$ cat config.mk
export PLATFORM = sky130hd
export DESIGN_NAME = isrt_front_flat
export DESIGN_NICKNAME = d
export VERILOG_FILES = /design/src/rtl/core/isrt_pkg.sv /design/src/rtl/core/isrt_ifs.sv /design/src/rtl/core/isrt_front.sv /design/src/flat_wrapper.sv
export SDC_FILE = /design/constraint.sdc
export NUM_CORES = 1
export LEC_CHECK = 0
export BUFFER_PORTS_ARGS = -buffer_cell sky130_fd_sc_hd__buf_2
export CAP_MARGIN = 5
export CORE_MARGIN = 1.5
export CORE_UTILIZATION = 31
export CTS_BUF_LIST = sky130_fd_sc_hd__clkbuf_2 sky130_fd_sc_hd__clkbuf_4 sky130_fd_sc_hd__clkbuf_8
export DETAILED_ROUTE_END_ITERATION = 12
export PLACE_DENSITY = 0.86
export SYNTH_ARGS = -nofsm -noshare
export SYNTH_HDL_FRONTEND = slang
export SYNTH_SLANG_ARGS = --single-unit
$ cat constraint.sdc
create_clock -name clk -period 1.3 [get_ports clk]
set_input_delay 0 -clock clk [delete_from_list [all_inputs] [get_ports clk]]
set_output_delay 0 -clock clk [all_outputs]
set_load 0.01 [all_outputs]
$ cat src/rtl/core/isrt_pkg.sv
package isrt_pkg;

    localparam int MAX_ELEMENTS = 64;
    localparam int COUNT_W      = $clog2(MAX_ELEMENTS + 1);
    localparam int QUEUE_DEPTH  = 2;
    localparam int QPTR_W       = $clog2(QUEUE_DEPTH);
    localparam int QCNT_W       = $clog2(QUEUE_DEPTH + 1);

    typedef logic signed [31:0] elem_t;

    typedef struct packed {
        elem_t value;
        logic  last_item;
        logic  keep;
    } qent_t;

    typedef enum logic {
        BK_LOAD,
        BK_DRAIN
    } back_state_t;

    function automatic logic comes_after(elem_t a, elem_t b, logic desc);
        logic r;
        if (desc)
        begin
            r = (a < b);
        end
        else
        begin
            r = (a > b);
        end
        return r;
    endfunction

endpackage

$ cat src/rtl/core/isrt_ifs.sv
interface isrt_in_if;
    import isrt_pkg::*;
    logic  valid;
    logic  ready;
    elem_t value;
    logic  last_item;
    modport source(output valid, output value, output last_item, input ready);
    modport sink(input valid, input value, input last_item, output ready);
endinterface


$ cat src/rtl/core/isrt_front.sv
module isrt_front (
    input  logic            clk,
    input  logic            rst_n,
    isrt_in_if.sink         in,
    output logic            q_valid,
    output isrt_pkg::qent_t q_data,
    input  logic            q_ready
);
    import isrt_pkg::*;

    logic [COUNT_W-1:0] count_reg;
    logic [COUNT_W-1:0] count_next;
    logic               keep;
    logic               xfer;

    assign keep     = (count_reg < COUNT_W'(MAX_ELEMENTS));
    assign xfer     = in.valid && q_ready;
    assign in.ready = q_ready;
    assign q_valid  = in.valid;

    always_comb
    begin
        q_data.value     = in.value;
        q_data.last_item = in.last_item;
        q_data.keep      = keep;
    end

    always_comb
    begin
        count_next = count_reg;
        if (xfer)
        begin
            if (in.last_item)
            begin
                count_next = '0;
            end
            else if (keep)
            begin
                count_next = count_reg + COUNT_W'(1);
            end
        end
    end

    always_ff @(posedge clk or negedge rst_n)
    begin
        if (!rst_n)
        begin
            count_reg <= '0;
        end
        else
        begin
            count_reg <= count_next;
        end
    end

endmodule

$ cat src/flat_wrapper.sv
// flat-port wrapper written by rule: the top's interface ports become plain ports
module isrt_front_flat import isrt_pkg::*;
  (clk, rst_n, q_valid, q_data, q_ready, in_valid, in_value, in_last_item, in_ready);
  isrt_in_if in_i ();
  input  logic clk;
  input  logic rst_n;
  output logic q_valid;
  output isrt_pkg::qent_t q_data;
  input  logic q_ready;
  input wire logic [$bits(in_i.valid)-1:0] in_valid;
  input wire logic [$bits(in_i.value)-1:0] in_value;
  input wire logic [$bits(in_i.last_item)-1:0] in_last_item;
  output wire logic [$bits(in_i.ready)-1:0] in_ready;
  assign in_i.valid = in_valid;
  assign in_i.value = in_value;
  assign in_i.last_item = in_last_item;
  assign in_ready = in_i.ready;
  isrt_front u_core (.clk(clk), .rst_n(rst_n), .in(in_i), .q_valid(q_valid), .q_data(q_data), .q_ready(q_ready));
endmodule
==> out/summary.txt <==
post-layout util: 0.2702
Flop pwr share: 0.468
gp weighted congestion: 0.6933
Die X: 48.99 microns
sequential fraction of the synthesis area: 0.2672
final worst slack: -27.20 ps
total routed wirelength: 1103 microns
run status: finished with violations
CP Buf/Inv Count: 1
failing checks: setup timing
ant diodes: 0
Initial DRT Pass Iterations: 4
Sink Count: 7
FF+latch count, synth: 7
Port Buffer Count: 8
Setup-failing EPs final: 2
DRC Markers: 0
DP HPWL: 758.3 microns
crit share post-route: 1.021
final hold vios: 0
startpoint types: flop
WL/cell: 13.45 microns
core area: 1982 sq um
I/O pins: 73
Total Power: 0.0005437 W
Final nets: 94
CTS buffer count: 3
Int Pwr: 0.0004056 W
post-synthesis cell area: 655.6 sq um
LEAKAGE: 0.2235 nW
die height: 48.99 microns
Initial Util: 0.3308
placed inst area: 462.9 sq um
overflow left after global routing: 0
CP peak stage delay: 500 ps
CP endpoint kind: flop
initial DRC count: 4
Mapped Avg Cell Area: 8.515 sq um
pwr/cell area: 1015 nW/um^2
Bufs on Longest Clock Path: 2
Post-DRT Antenna Nets: 0
largest net degree at the start of global routing: 13
vias in the first global route: 373
Synth Warn #: 0
Combinational Power Share: 0.136
synth unique cells: 19
critical path class: reg2reg
worst vdd ir: 0.4645 mV
die area: 2400 sq um
Worst Hold Class: in2out
Clk pwr share: 0.397
H-tree Lvls: 1
CTS tree: built
total number of vias: 417
data required time at the worst endpoint: 1480 ps
Worst Skew: 4.969 ps
Vias per Instance: 5.085
row cnt: 16
fin area: 535.5 sq um
Syn Inst Count: 77
total negative setup slack: -33.47 ps
slew margin rel.: 0.7550
fin cells: 82
Psw: 0.0001381 W
root buffer cell: clkbuf_4
max cap viols: 0
critical path's top delay family: simple AND/OR/NAND/NOR gates
layout cells sized above 1: 0.4182
Arrival @ worst endpoint: 1500 ps
placed cells: 77
worst path cell trace: ha_2 > inv_1 > or4_1 > a21oi_1
syn_nets: 115
Slew @ Worst Pin: 366.6 ps
Skew-Pair Late Insertion Delay: 250 ps
switching share of power: 0.2540
RSZ-0062 raised after global routing: true
global-route wire length before repair: 1538 microns
area occupied by multi-input gates: 212.7 sq um
Reg clk slew, reported paths: 50 ps
max reg flops: 7
Total GRT Usage: 0.08247
Peak Freq: 0.7535 GHz
Reg area: 175.2 sq um
Pins Over Slew Limit: 0
antenna violations before repair: 0
Crit Path Max Fanout: 4
fill count: 212
slowest cell on the critical path: or4_1
clock period minus worst slack: 1327 ps
Synth-to-Final Area Change: -18.32%
## final timing paths
kind | start | to | slack (ps) | cells after the start
setup / recovery | u_core.count_reg[0] | u_core.count_reg[2] | -30 | 4
hold / removal | in_value[8] | q_data[10] | 0.004 | 0
setup reg to reg | u_core.count_reg[0] | u_core.count_reg[2] | -30 | 4
hold reg to reg | u_core.count_reg[5] | u_core.count_reg[5] | 540 | 2
max in group asynchronous | rst_n | u_core.count_reg[1] | 1030 | 2
min in group asynchronous | rst_n | u_core.count_reg[4] | 110 | 2
## layout by cell type, fill, tap and decap left out
| master | instances |
|---|---|
| ha_2 | 1 |
| or4_1 | 2 |
| a21oi_2 | 2 |
| nand2_1 | 5 |
| nand2b_1 | 1 |
| a21oi_1 | 2 |
| or4_4 | 1 |
| nor4_2 | 1 |
| dlygate4sd3_1 | 1 |
| o41ai_1 | 1 |
| dfrtp_1 | 7 |
| or3_4 | 1 |
| buf_2 | 8 |
| inv_1 | 3 |
| buf_4 | 3 |
| or4_2 | 1 |
| mux2i_1 | 1 |
| and3_1 | 1 |
| nand3_1 | 3 |
| nor2b_4 | 1 |
| o31ai_1 | 3 |
| clkbuf_4 | 4 |
| o21ai_0 | 2 |
## synth_stat cells, drive strengths merged
master	n	share of area
a21oi	4	0.031
and3	1	0.0095
buf	38	0.44
dfrtp	7	0.27
ha	1	0.019
inv	3	0.017
mux2i	1	0.015
nand2	5	0.029
nand2b	1	0.0095
nand3	3	0.023
nor2b	1	0.0095
nor4	1	0.0095
o21ai	2	0.015
o31ai	3	0.034
o41ai	1	0.013
or3	1	0.0095
or4	4	0.048
## timing repair
item,in CTS,in global routing
hold buffers,1,0
gates resized for setup,2,6
endpoints found under the setup margin,4,6
pin swaps,4,0
setup buffers,0,0
endpoints found under the hold margin,7,0
cloned,0,0
## cell families after synthesis
kind of cell / count (synthesis) / share of synthesized area
fa+ha+maj: 1 / 0.01908
simple gates: 17 / 0.1470
compound gates: 10 / 0.09351
buf+inv: 41 / 0.4580
flops: 7 / 0.2672
mux: 1 / 0.01527
## power by group through the flow
stage          clock (W)  combinational (W)  sequential (W)
5_1_grt         0.000236          0.0000826        0.000255
3_5_place_dp           0          0.0000674        0.000257
3_3_place_gp           0          0.0000631        0.000254
2_1_floorplan          0           0.000151        0.000252
6_report        0.000216          0.0000737        0.000254
4_1_cts         0.000223          0.0000719        0.000253
## per-stage QoR
stage               hold slack (ps)  setup WS (ps)
CTS                         0.06862         -19.89
detailed placement           -155.6         -21.02
floorplan                    -295.6          13.32
finish                     0.003906         -27.20
global route                0.01479         -68.58
global placement             -159.6          20.36
## layer usage
metal	part of all wire	routed length (microns)	GRT usage	vias up
met3	0.11	121	0.05828	12
met2	0.50	547	0.1233	29
met1	0.37	410	0.08588	196
li1	-	-	-	180
met5	0	0	0	-
met4	0.022	24	0.04286	0
## cell type report
type,count,area share
inverter,3,0.02103
multi-input combinational,29,0.3972
timing repair buffer,12,0.1355
tap,27,0.06308
sequential,7,0.3271
clock buffer,4,0.05607
Note: power is estimated with default switching activity, not from simulation.
