[src/rtl/core/isrt_pkg.sv]
package isrt_pkg;

    localparam int MAX_ELEMENTS = 64;
    localparam int COUNT_W      = $clog2(MAX_ELEMENTS + 1);
    localparam int QUEUE_DEPTH  = 2;
    localparam int QPTR_W       = $clog2(QUEUE_DEPTH);
    localparam int QCNT_W       = $clog2(QUEUE_DEPTH + 1);

    typedef logic signed [31:0] elem_t;

    typedef struct packed {
        elem_t value;
        logic  last_item;
        logic  keep;
    } qent_t;

    typedef enum logic {
        BK_LOAD,
        BK_DRAIN
    } back_state_t;

    function automatic logic comes_after(elem_t a, elem_t b, logic desc);
        logic r;
        if (desc)
        begin
            r = (a < b);
        end
        else
        begin
            r = (a > b);
        end
        return r;
    endfunction

endpackage

[src/rtl/core/isrt_queue.sv]
module isrt_queue (
    input  logic            clk,
    input  logic            rst_n,
    input  logic            push_valid,
    input  isrt_pkg::qent_t push_data,
    output logic            push_ready,
    output logic            pop_valid,
    output isrt_pkg::qent_t pop_data,
    input  logic            pop_ready
);
    import isrt_pkg::*;

    qent_t             slot_reg [QUEUE_DEPTH];
    logic [QPTR_W-1:0] wr_ptr_reg;
    logic [QPTR_W-1:0] rd_ptr_reg;
    logic [QCNT_W-1:0] fill_reg;
    logic              do_push;
    logic              do_pop;

    assign push_ready = (fill_reg != QCNT_W'(QUEUE_DEPTH));
    assign pop_valid  = (fill_reg != '0);
    assign pop_data   = slot_reg[rd_ptr_reg];
    assign do_push    = push_valid && push_ready;
    assign do_pop     = pop_valid && pop_ready;

    always_ff @(posedge clk)
    begin
        if (do_push)
        begin
            slot_reg[wr_ptr_reg] <= push_data;
        end
    end

    always_ff @(posedge clk or negedge rst_n)
    begin
        if (!rst_n)
        begin
            wr_ptr_reg <= '0;
            rd_ptr_reg <= '0;
            fill_reg   <= '0;
        end
        else
        begin
            if (do_push)
            begin
                wr_ptr_reg <= (wr_ptr_reg == QPTR_W'(QUEUE_DEPTH - 1)) ? '0
                              : wr_ptr_reg + QPTR_W'(1);
            end
            if (do_pop)
            begin
                rd_ptr_reg <= (rd_ptr_reg == QPTR_W'(QUEUE_DEPTH - 1)) ? '0
                              : rd_ptr_reg + QPTR_W'(1);
            end
            if (do_push && !do_pop)
            begin
                fill_reg <= fill_reg + QCNT_W'(1);
            end
            else if (do_pop && !do_push)
            begin
                fill_reg <= fill_reg - QCNT_W'(1);
            end
        end
    end

endmodule

[config.mk]
export PLATFORM = sky130hd
export DESIGN_NAME = isrt_queue
export DESIGN_NICKNAME = d
export VERILOG_FILES = /design/src/rtl/core/isrt_pkg.sv /design/src/rtl/core/isrt_queue.sv
export SDC_FILE = /design/constraint.sdc
export NUM_CORES = 1
export LEC_CHECK = 0
export BUFFER_PORTS_ARGS = -buffer_cell sky130_fd_sc_hd__buf_2
export CAP_MARGIN = 20
export CORE_MARGIN = 5
export CORE_UTILIZATION = 40
export DETAILED_ROUTE_END_ITERATION = 6
export PLACE_DENSITY = 0.61
export SLEW_MARGIN = 10
export SYNTH_ARGS = -nofsm -noshare
export SYNTH_HDL_FRONTEND = slang
export SYNTH_SLANG_ARGS = --single-unit
[constraint.sdc]
create_clock -name clk -period 2.8 [get_ports clk]
set_input_delay 0.56 -clock clk [delete_from_list [all_inputs] [get_ports clk]]
set_output_delay 0.56 -clock clk [all_outputs]
set_load 0.01 [all_outputs]
==> results.md, run 1 <==
- Hold repair after CTS inserted 0 buffers.
- The count of buffers added on input and output ports is 73.
- The cell taking the most area after synthesis is edfxtp_1.
- For this run, the total global-route usage over all layers was measured as 0.1139.
- The category of the worst setup path capture point is an output pin.
- The number of synthesized flops with an enable pin is 68.
- In this run the core area contains 30 standard-cell rows.
- The proportion of power drawn by combinational gates is 0.333.
- The fraction of synthesized cell area taken by the top area cell type is 0.7295.
- The count of placed standard cells including taps is 294.
- The worst voltage drop across the vdd grid is 557.9 uV.
- After routing the design area is 3472 um^2.
- Sorting the synthesized cells by how often they occur yields 68 x edfxtp_1, 29 x mux2_4, 5 x mux2_2.
- In this run the clock root is driven by a clkbuf_8.
- The first detailed-routing pass ran for 4 iterations.
- The I/O pin total is 74.
- The internal power contribution is 2.586 mW.
- In this run the cell area measured after placement is 3261 um^2.
- The number of global-route vias before repair was 1520.
- Of the synthesized area, sequential elements account for 0.7653.
- The net switching fraction of the power is 0.2837.
- The die is 93.65 um wide.
- The required time of the critical path is 2240 ps.
- The post-CTS clock slew at the launch and capture registers of the worst setup and hold paths is 70 ps.
- Routability-driven placement finished with a final weighted congestion of 0.7019.
- The floorplan step set the die height to 93.65 um.
- In this run the worst hold path is classified as in2async.
- The DRC violations left is 0.
- The first-pass GRT wire length is 7383 um.
- Counting every net in the synthesized netlist gives 163.
- The setup slack at placement is 1058 ps.
- The number of antenna diodes in the final layout is 0.
- The worst reg-to-reg path cell count is 3.
- After synthesis, the cell types taking the most area are edfxtp_1 73%, mux2_4 16%, dfrtp_1 3.6%, buf_12 2.1%, mux2_2 2.0%.
- The worst setup path is of the reg2out kind.
- A synthesized cell averages 22.57 um^2.
- The stage delay of the slowest cell on the critical path is 370 ps.
- The final setup slack of the worst path is 738.8 ps.
- In the post-synthesis netlist, the cell with the most instances is edfxtp_1.
- Data on the critical path arrives at its endpoint at 1500 ps.
- Setup slack on the worst reg-to-reg path comes out at 1140 ps.
- The flow ran to the end, and the final reports show no timing, DRC or antenna violations.
- The deepest level of the CTS H-tree is 3.
- Dividing the final minimum period by the clock period gives 0.7361.
- In this run the standard cell core region covers 6794 um^2.
- The largest net degree at the start of global routing is 35.
- The post-synthesis cell count is 124.
- The post-cts repair resize count is 0.
- The violation count after the first detailed-routing iteration is 45.
- TritonCTS built the clock tree.
- The number of stages on the worst setup path is 3.
- Yosys printed 0 warnings.
- The proportion of layout cells with a drive suffix above 1 is 0.6075.
- The final global-route overflow total is 0.
- The worst slew margin relative to its limit is 0.6680.
- The number of sinks handled by clock tree synthesis is 72.
- Dividing the detail-routed wire length by the instance count gives 14.95 um.
- The final number of max-transition violations came to 0.
- The full die area is 8770 um^2.
- The worst clock skew is 6.050 ps.
- Counting both buffers and inverters, the worst setup path holds a total of 2.
- The HPWL after detailed placement is 3142 um.
- The buffer levels on the longest clock path is 2.
- The slew at the pin with the worst max-slew slack is 497.9 ps.
- Setup repair after global routing left no endpoint under its margin.
- The highest net fanout along the worst path is 18.
- The finished layout holds 310 standard cells, fillers aside.
- The share of total power dissipated in the clock network is 0.236.
- Summed over all failing endpoints, the final setup total negative slack is 0 ps.
- The signal on the critical path passes through buf_4 > mux2_2 > buf_2.
- The number of maximum-capacitance constraint violations is 0.
- Clock tree synthesis inserted a total of 9 buffers.
- The post-CTS setup-driven buffer insertion count is 0.
- The design draws 3.610 mW.
- Using the TritonRoute via totals, the vias-per-cell ratio works out to 4.374.
- After synthesis, the netlist uses 15 different library cells.
- Among cell families on the critical path, the largest total delay comes from buffers and inverters.
- Among all flip-flop cells after synthesis, the most frequent one is edfxtp_1.
- The vias after detailed routing is 1356.
- The kind of start point of the critical path is a flop.
- The proportion of power drawn by flip-flops and latches is 0.431.
- The number of synthesized register bits is 72.
- The detail route stage leaves a number of antenna-violating nets equal to 0.
- From synthesis to final layout, the design area changed by 24.05%.
- The initial antenna violation count is 0.
- At the end of the flow, the number of nets in the layout was 248.
- The later pin in the worst-skew pair is clocked with a latency of 330 ps.
- In this run the static leakage power is 1.406 nW.
- The slowest stage cell on the critical path is mux2_2.
- The fmax is 485.2 MHz.
- In the synthesized netlist the async set-or-reset flop fraction comes to 0.05556.
- The final-report hold violation count is 0.
- For this configuration, the core starts out at a cell density of 0.4120.
- The final wirelength is 4635 um.
- The register with the most flip-flops in the layout has 68 of them.
- Setup violations remaining at the end of the flow were counted as 0.
- The cell area after synthesis is 2799 um^2.
- The total power density per cell area is 1040 nW/um^2.
- The routed design could run at a clock period as short as 2061 ps.
- Summed over all nets, the switching power comes to 1.024 mW.
final timing paths:
check,start,end
max,rd_ptr_reg,pop_data[13]
min,rst_n,fill_reg[1]
max reg2reg,fill_reg[0],slot_reg[1][2]
min reg2reg,fill_reg[1],fill_reg[1]
max in group asynchronous,rst_n,rd_ptr_reg
min in group clk,push_data[5],slot_reg[0][5]
area by class of cell:
class / count / area [um^2]
clock inverters: 6 / 83.83
multi-input cells: 47 / 590.6
well taps: 96 / 120.1
inverters: 1 / 3.754
clock buffers: 10 / 127.6
fillers: 578 / 3322
repair buffers: 78 / 402.9
flip-flops and latches: 72 / 2143
metal layers:
| layer | GRT usage | vias up | routed length [um] |
|---|---|---|---|
| met1 | 0.1261 | 657 | 1869 |
| met5 | 0 | - | 0 |
| met4 | 0.07220 | 0 | 133 |
| met3 | 0.03686 | 11 | 250 |
| met2 | 0.1888 | 40 | 2382 |
| li1 | - | 648 | - |
power by group through the flow:
stage / logic, mW / registers, mW / clock network, mW
after floorplan: 0.920 / 1.56 / 0
after global placement: 1.22 / 1.57 / 0
after detailed placement: 1.23 / 1.58 / 0
after CTS: 1.23 / 1.56 / 0.885
after global routing: 1.30 / 1.58 / 0.946
final: 1.20 / 1.56 / 0.852
cells in the final DEF, fill, tap and decap left out:
cell and count:
dfrtp_1 3, mux2_2 5, or2_1 1, xnor2_1 3
edfxtp_1 68, dfrtp_2 1, nand2_1 2, xor2_1 2
ha_1 1, clkinv_2 3, inv_1 1, nor2_1 1
clkbuf_1 1, nand2b_1 1, nor2_4 1, bufinv_16 2
buf_4 5, clkinv_4 1, mux2_4 29, clkbuf_8 9
and3_2 1, buf_2 73
worst reg2reg max path: cells and delay by family, from the launching register on:
family | cells | cell delay, ps
DFF | 1 | 410
and+or+nand+nor | 2 | 680
buffers and inverters | 1 | 270
kinds of logic after synthesis:
group,count (synthesis),share of synthesized area
adder cells (fa/ha/maj),1,0.004470
AND/OR/NAND/NOR,7,0.01208
multiplexers,34,0.1757
XOR/XNOR,5,0.01565
flip-flops,72,0.7653
buffers and inverters,5,0.02682
metrics by stage:
step	hold slack (ps)	util
after global placement	372.7	0.4799
after floorplan	264.4	-
after CTS	8.750	0.5111
after detailed placement	375.9	0.4799
after global routing	4.550	0.5111
final	28.04	0.5111
Power figures use the tool's default switching activity.
==> inputs of run 2 (changes only) <==
clock period = 1.9 ns   (was 2.8 ns; I/O delays follow)
==> run 2 against run 1 <==
Non-clock buffer count grew 2. Via count grew 0.52%. First-iteration DRC count grew 22%. Highest routed layer unchanged. Routed wire length shrank 2.7%. Global-route usage shrank 0.62 points. Cell count grew 0.65%. Power grew 53%. Sequential share of layout area shrank 1.2 points. Largest cell class unchanged. Clock power grew 63%. Register-to-register slack lost 790 ps.
==> results.md, run 2 (synthesis results as in run 1) <==
- The flow ran to the end, and the final reports show no timing, DRC or antenna violations.
- The number of detailed-route iterations in the first pass is 4.
- The path class of the tightest hold or removal check is in2reg.
- The CTS buffer count is 9.
- Summed over all layers, the routed wires come to 4510 um.
- The startpoint of the worst-slack reg-to-reg timing path is fill_reg[0].
- The type of the worst setup path is reg2out.
- The kind of start point of the critical path is a flop.
- Once the clock tree was built, the setup fixing pass inserted 0 buffers.
- The die is 93.65 um wide.
- The count of input and output buffers is 73.
- The cell family contributing the most delay on the critical path is flip-flops.
- VDD sags by at most 758.1 uV.
- Setup violations remaining at the end of the flow were counted as 0.
- The layout has 569 filler cells.
- The initial antenna violation count is 0.
- The buffer levels on the longest clock path is 2.
- The die height is 93.65 um.
- After global routing the overflow that remains totals 0.
- Tracing the worst setup path back leads to its startpoint at rd_ptr_reg.
- The multi-input gate area in the final layout is 590.6 um^2.
- The post-placement cell area is 3293 um^2.
- After detailed routing, the number of remaining DRC violations is 0.
- Dividing the final minimum period by the clock period gives 0.9472.
- The number of stages on the worst setup path is 3.
- The leakage power summed over all cells is 1.433 nW.
- The congestion estimate from routability-driven global placement came to 0.7128.
- The worst register-to-register path has a setup slack of 350 ps.
- For the pin with the worst max-slew slack, the measured transition is 272.1 ps.
- After legalization and detailed placement, the total HPWL measured 3142 um.
- The stage delay of the slowest cell on the critical path is 410 ps.
- The reg-to-reg endpoint is fill_reg[1].
- Once detail routing completed, the nets flagged for antenna violations numbered 0.
- In the final timing run, aggregate negative setup slack is 0 ps.
- Headroom to the max-slew limit came out at 0.8186.
- The net count of the finished layout is 250.
- The full die area is 8770 um^2.
- The largest net degree at the start of global routing is 20.
- The violation count after the first detailed-routing iteration is 55.
- The most common library cell in the layout ignoring fill and taps is buf_2.
- The signal on the critical path passes through buf_12 > mux2_2 > buf_2.
- The buffer and inverter count on the worst path is 2.
- The category of the worst setup path capture point is an output pin.
- The deepest level of the CTS H-tree is 3.
- From synthesis to final layout, the design area changed by 26.42%.
- The cell at the root of the clock tree is clkbuf_8.
- The fmax is 555.7 MHz.
- The highest net fanout along the worst path is 19.
- The number of sinks handled by clock tree synthesis is 72.
- The worst clock skew is 7.395 ps.
- Data on the critical path arrives at its endpoint at 1420 ps.
- After clock tree synthesis, the clock-pin slew on the worst setup and hold paths is 70 ps.
- The vias per cell is 4.369.
- The total area inside the core boundary comes to 6794 um^2.
- In the final layout, flip-flops and latches occupy 2143 um^2.
- The slowest stage cell on the critical path is dfrtp_2.
- The detail-routed net length per standard cell is 14.46 um.
- The number of global-route vias before repair came to 1437.
- The final-report hold violation count is 0.
- For the worst flop-to-flop path, the logic depth is 6.
- After routing the design area is 3538 um^2.
- The number of maximum-capacitance constraint violations is 0.
- For this run, the total global-route usage over all layers was measured as 0.1077.
- The minimum clock period after layout is 1800 ps.
- The register with the most flip-flops in the layout has 68 of them.
- Summing over every cut layer, the via total after detailed routing is 1363.
- The repair_antennas step left the layout with diodes totalling 0.
- Setup repair after global routing left no endpoint under its margin.
- In the layout the commonest cells are 73 x buf_2, 68 x edfxtp_1, 29 x mux2_4, 9 x clkbuf_8, 5 x mux2_2.
- Of the cells placed in the final design, the portion with a size suffix greater than 1 is 0.6019.
- The clock latency on the worst-skew pair is 330 ps.
- The first-pass GRT wire length is 6837 um.
- The I/O pin total is 74.
- After floorplanning, the core was divided into 30 placement rows.
- For this design the ratio of total power to cell area is 1561 nW/um^2.
- The initial cell density of the core is 0.4120.
- The capture point of the worst path is pop_data[13].
- The final number of max-transition violations is 0.
- The required time of the critical path is 1520 ps.
- TritonCTS built the clock tree.
==> run 2: where the power goes <==
group / internal (mW) / switching, mW / total [mW]
clock network: 0.868 / 0.526 / 1.39
registers: 2.18 / 0.121 / 2.30
logic: 0.963 / 0.869 / 1.83
==> run 2: per-stage QoR <==
stage | hold slack [ps] | worst slack [ps] | std cells | power, mW | util
after floorplan | 84.41 | 23.73 | 124 | 3.663 | -
after global placement | 195.8 | 448.8 | 295 | 4.189 | 0.4847
after detailed placement | 194.7 | 360.5 | 295 | 4.215 | 0.4847
after CTS | 209.1 | 69.43 | 312 | 5.616 | 0.5208
after global routing | 201.9 | 31.08 | 312 | 5.821 | 0.5208
final | 228.6 | 100.4 | 312 | 5.525 | 0.5208
==> run 2: what timing repair did <==
item                      4_1_cts  5_1_grt
hold buffers                    1        0
resized for setup               0        0
hold endpoints to repair        4        0
==> run 2: worst min-delay path by stage <==
stage	startpoint	end	depth (start not counted)
6_report	push_data[22]	slot_reg[1][22]	1
5_1_grt	push_data[3]	slot_reg[0][3]	1
4_1_cts	push_data[22]	slot_reg[0][22]	1
3_5_place_dp	rst_n	fill_reg[0]	1
3_3_place_gp	rst_n	fill_reg[0]	1
2_1_floorplan	rst_n	fill_reg[0]	0
==> run 2: routing by layer <==
metal	track usage	vias up	routed length [um]
li1	-	651	-
met1	0.1239	645	1957
met2	0.1626	58	1988
met3	0.05369	9	500
met4	0.06137	0	62
met5	0	-	0
==> run 2: final cells by class <==
class / instances / share of cell area
flip-flops and latches: 72 / 0.6057
multi-input cells: 47 / 0.1669
repair buffers: 80 / 0.1259
clock buffers: 10 / 0.03607
well taps: 96 / 0.03395
clock inverters: 6 / 0.03041
inverters: 1 / 0.001061
==> run 2: worst reg2reg max path: stages, from the launching register on <==
cell and delay, ps:
dfrtp_1 420, nand2b_1 190, nand2_1 180, inv_1 70, ha_1 330, nor2_1 140, xor2_1 160
==> inputs of run 3 (changes only) <==
ABC_AREA = 1   (was default)
CTS_CLUSTER_SIZE = 20   (was default)
PLACE_DENSITY = default   (was 0.61)
==> run 3 against run 2 <==
Utilization decreased by 1.4 points. Routed wire length increased by 9.5%. Maximum frequency increased by 2.9%. Synthesized cell count increased by 66%. Count of clock-buffer cells in the layout decreased by 1. Register-to-register slack improved by 80 ps. Global-route usage increased by 1.3 points. Clock power decreased by 17%. Sequential power about the same. Non-clock buffer count decreased by 2. Critical endpoint is now pop_data[3]. Highest routed layer unchanged.
==> results.md, run 3 <==
- The first-pass GRT wire length is 7734 um.
- edfxtp_1 takes more of the synthesized area than any other cell.
- The internal power contribution is 3.412 mW.
- Once detail routing completed, the nets flagged for antenna violations numbered 0.
- The worst voltage drop across the vdd grid is 730.7 uV.
- Ranked by instance count, the synthesized netlist is headed by 99 x nand2_1, 68 x edfxtp_1, 13 x nand2_2.
- Synthesis inferred 72 register bits.
- Of the total power, the clock network draws 0.220.
- The setup slack at placement is 426.4 ps.
- CTS saw 72 sinks.
- The average cell area after synthesis is 13.39 um^2.
- The clock latency on the worst-skew pair is 330 ps.
- The final instance area is 3422 um^2.
- The vias after detailed routing is 1685.
- Setup violations remaining at the end of the flow were counted as 0.
- The repair_antennas step left the layout with diodes totalling 0.
- Yosys printed 0 warnings.
- The final-report hold violation count was 0.
- The first TritonRoute pass finished after 4 iterations.
- The clock tree synthesis step divided the H-tree into 3 levels.
- The number of nets at the end of the flow is 327.
- The CTS tree is yes.
- The completed layout was analyzed and its total power is 5.231 mW.
- The number of maximum-capacitance constraint violations is 0.
- The sequential-to-total area share from yosys stat is 0.7764.
- Once detailed placement completed, the half-perimeter wirelength came to 3306 um.
- By startpoint and endpoint, the worst setup path is classified as reg2out.
- The leading register cell type out of synthesis is edfxtp_1.
- Derived from the worst setup path, the maximum achievable clock frequency is 571.6 MHz.
- The CTS buffer count is 9.
- The final number of max-transition violations came to 0.
- After clock tree synthesis, the clock-pin slew on the worst setup and hold paths is 80 ps.
- The arrival time at the worst endpoint is 1370 ps.
- The count of unique library cells instantiated by Yosys is 16.
- The detail-routed net length per standard cell is 13.24 um.
- After filler insertion, the fill cell instance count of the layout stands at 591.
- For this design the top-level I/O count stands at 74.
- The fraction of synthesized cell area taken by the top area cell type is 0.7401.
- The min-delay analysis places its worst path in the category in2reg.
- The analysis attributes to net switching a power of 1.819 mW.
- The cell row count is 30.
- Along the worst path, the maximum fanout reaches 19.
- STA classifies the critical path endpoint as an output pin.
- The total power density per cell area is 1529 nW/um^2.
- The global router's overall resource usage is 0.1211.
- The number of synthesized flops with an enable pin is 68.
- For the final database, setup skew stands at 5.108 ps.
- The die height is 93.05 um.
- By area the synthesized netlist is led by edfxtp_1 74%, nand2_1 13%, dfrtp_1 3.6%, nand2_2 2.9%, buf_6 1.2%.
- The number of global-route vias before repair was 1669.
- Leaving out fill and tap cells, the most frequent cell in the layout is nand2_1.
- The post-synthesis cell count is 206.
- The placer congestion estimate is 0.6765.
- The horizontal die dimension is 93.05 um.
- The number of gates resized after CTS was 0.
- In the final layout, the share of cells above drive strength 1 is 0.3754.
- The most common cell in the synthesized netlist is nand2_1.
- The full die area is 8658 um^2.
- The worst slew margin relative to its limit is 0.8108.
- Input and output buffers added on the ports amount to 73.
- Setup repair after global routing left no endpoint under its margin.
- The largest net degree at the start of global routing is 36.
- The flow ran to the end, and the final reports show no timing, DRC or antenna violations.
- The DRC violations left is 0.
- The register with the most flip-flops in the layout has 68 of them.
- The minimum clock period after layout is 1749 ps.
- The buffer levels on the longest clock path is 2.
- The proportion of power drawn by combinational gates is 0.341.
- The violation count after the first detailed-routing iteration is 106.
- Relative to the synthesized area, the layout overhead comes to 24.04%.
- The proportion of power drawn by flip-flops and latches is 0.439.
- The fraction of registers with async set/reset is 0.05556.
- The region available for standard cell placement spans 6756 um^2.
- The cell area that synthesis handed to floorplanning was 2759 um^2.
- The net switching fraction of the power is 0.3477.
- The required time of the critical path is 1520 ps.
- STA classifies the critical path startpoint as a flop.
- The final wirelength is 4940 um.
- The slew at the pin with the worst max-slew slack is 283.2 ps.
- Along the worst hold path, the cell count comes to 1.
- The total overflow left after global routing is 0.
- The initial cell density of the core is 0.4083.
- The cell at the root of the clock tree is clkbuf_8.
- In this run the static leakage power is 1.493 nW.
- In the finished design, the share of the clock period the worst path needs comes to 0.9208.
- For this run, the share of the core covered by cells in the final layout is 0.5065.
- The final setup slack of the worst path is 150.5 ps.
- The initial antenna violation count is 0.
- The vias per cell is 4.517.
- In this run the cell area measured after placement is 3218 um^2.
- Counting every net in the synthesized netlist gives 245.
- Measured in cells, the most critical reg-to-reg path has a length of 5.
- The library cells used most frequently in the layout, excluding fill and tap cells, are 99 x nand2_1, 73 x buf_2, 68 x edfxtp_1, 13 x nand2_2, 9 x clkbuf_8.
[run 3: metrics by stage]
| stage | cells | setup TNS (ps) | hold slack [ps] |
|---|---|---|---|
| final | 373 | 0 | 233.7 |
| after CTS | 373 | 0 | 212.4 |
| after floorplan | 206 | -795.0 | 84.41 |
| after global routing | 373 | 0 | 203.9 |
| after detailed placement | 356 | 0 | 190.5 |
| after global placement | 356 | 0 | 192.2 |
[run 3: cell type report]
| cell class | count | area (um^2) | area share |
|---|---|---|---|
| Sequential cell | 72 | 2142 | 0.6260 |
| Inverter | 7 | 33.78 | 0.009872 |
| Timing Repair Buffer | 78 | 430.4 | 0.1258 |
| Clock buffer | 9 | 123.9 | 0.03620 |
| Clock inverter | 7 | 70.07 | 0.02048 |
| Multi-Input combinational cell | 120 | 521.8 | 0.1525 |
| Tap cell | 80 | 100.1 | 0.02925 |
[run 3: power groups by stage]
stage	clock [mW]	sequential, mW	combinational, mW
global placement	0	2.32	1.81
detailed placement	0	2.33	1.83
global route	1.28	2.32	2.01
finish	1.15	2.29	1.79
CTS	1.19	2.30	1.84
floorplan	0	2.30	1.21
[run 3: kinds of logic (layout without fill, tap and decap cells)]
logic type | after synthesis | after routing | share of synthesized area
DFF | 72 | 72 | 0.7764
adders and majority gates | 1 | 1 | 0.004534
and+or+nand+nor | 117 | 117 | 0.1728
buffers and inverters | 14 | 101 | 0.03991
xor gates and xnor gates | 2 | 2 | 0.006350
[run 3: timing repair]
action / CTS / global route
hold buffers: 1 / 0
hold endpoints to repair: 4 / 0
setup buffers: 0 / 0
[run 3: per-layer routing]
| metal | part of all wire | wire [um] | GRT usage |
|---|---|---|---|
| met1 | 0.43 | 2147 | 0.1433 |
| met4 | 0.011 | 55 | 0.06593 |
| met5 | 0 | 0 | 0 |
| met3 | 0.080 | 393 | 0.04344 |
| met2 | 0.47 | 2343 | 0.1926 |
[run 3: final timing paths]
path,start,endpoint,slack [ps]
max in group asynchronous,rst_n,rd_ptr_reg,1390
min,push_data[29],slot_reg[0][29],230
max reg2reg,fill_reg[0],slot_reg[1][30],430
min in group asynchronous,rst_n,fill_reg[1],390
min reg2reg,fill_reg[0],fill_reg[0],530
max,rd_ptr_reg,pop_data[3],150
[run 3: critical path: stages (launching register included)]
cell and delay, ps:
dfrtp_1 460, buf_4 280, nand2_1 80, nand2_1 90, buf_2 130
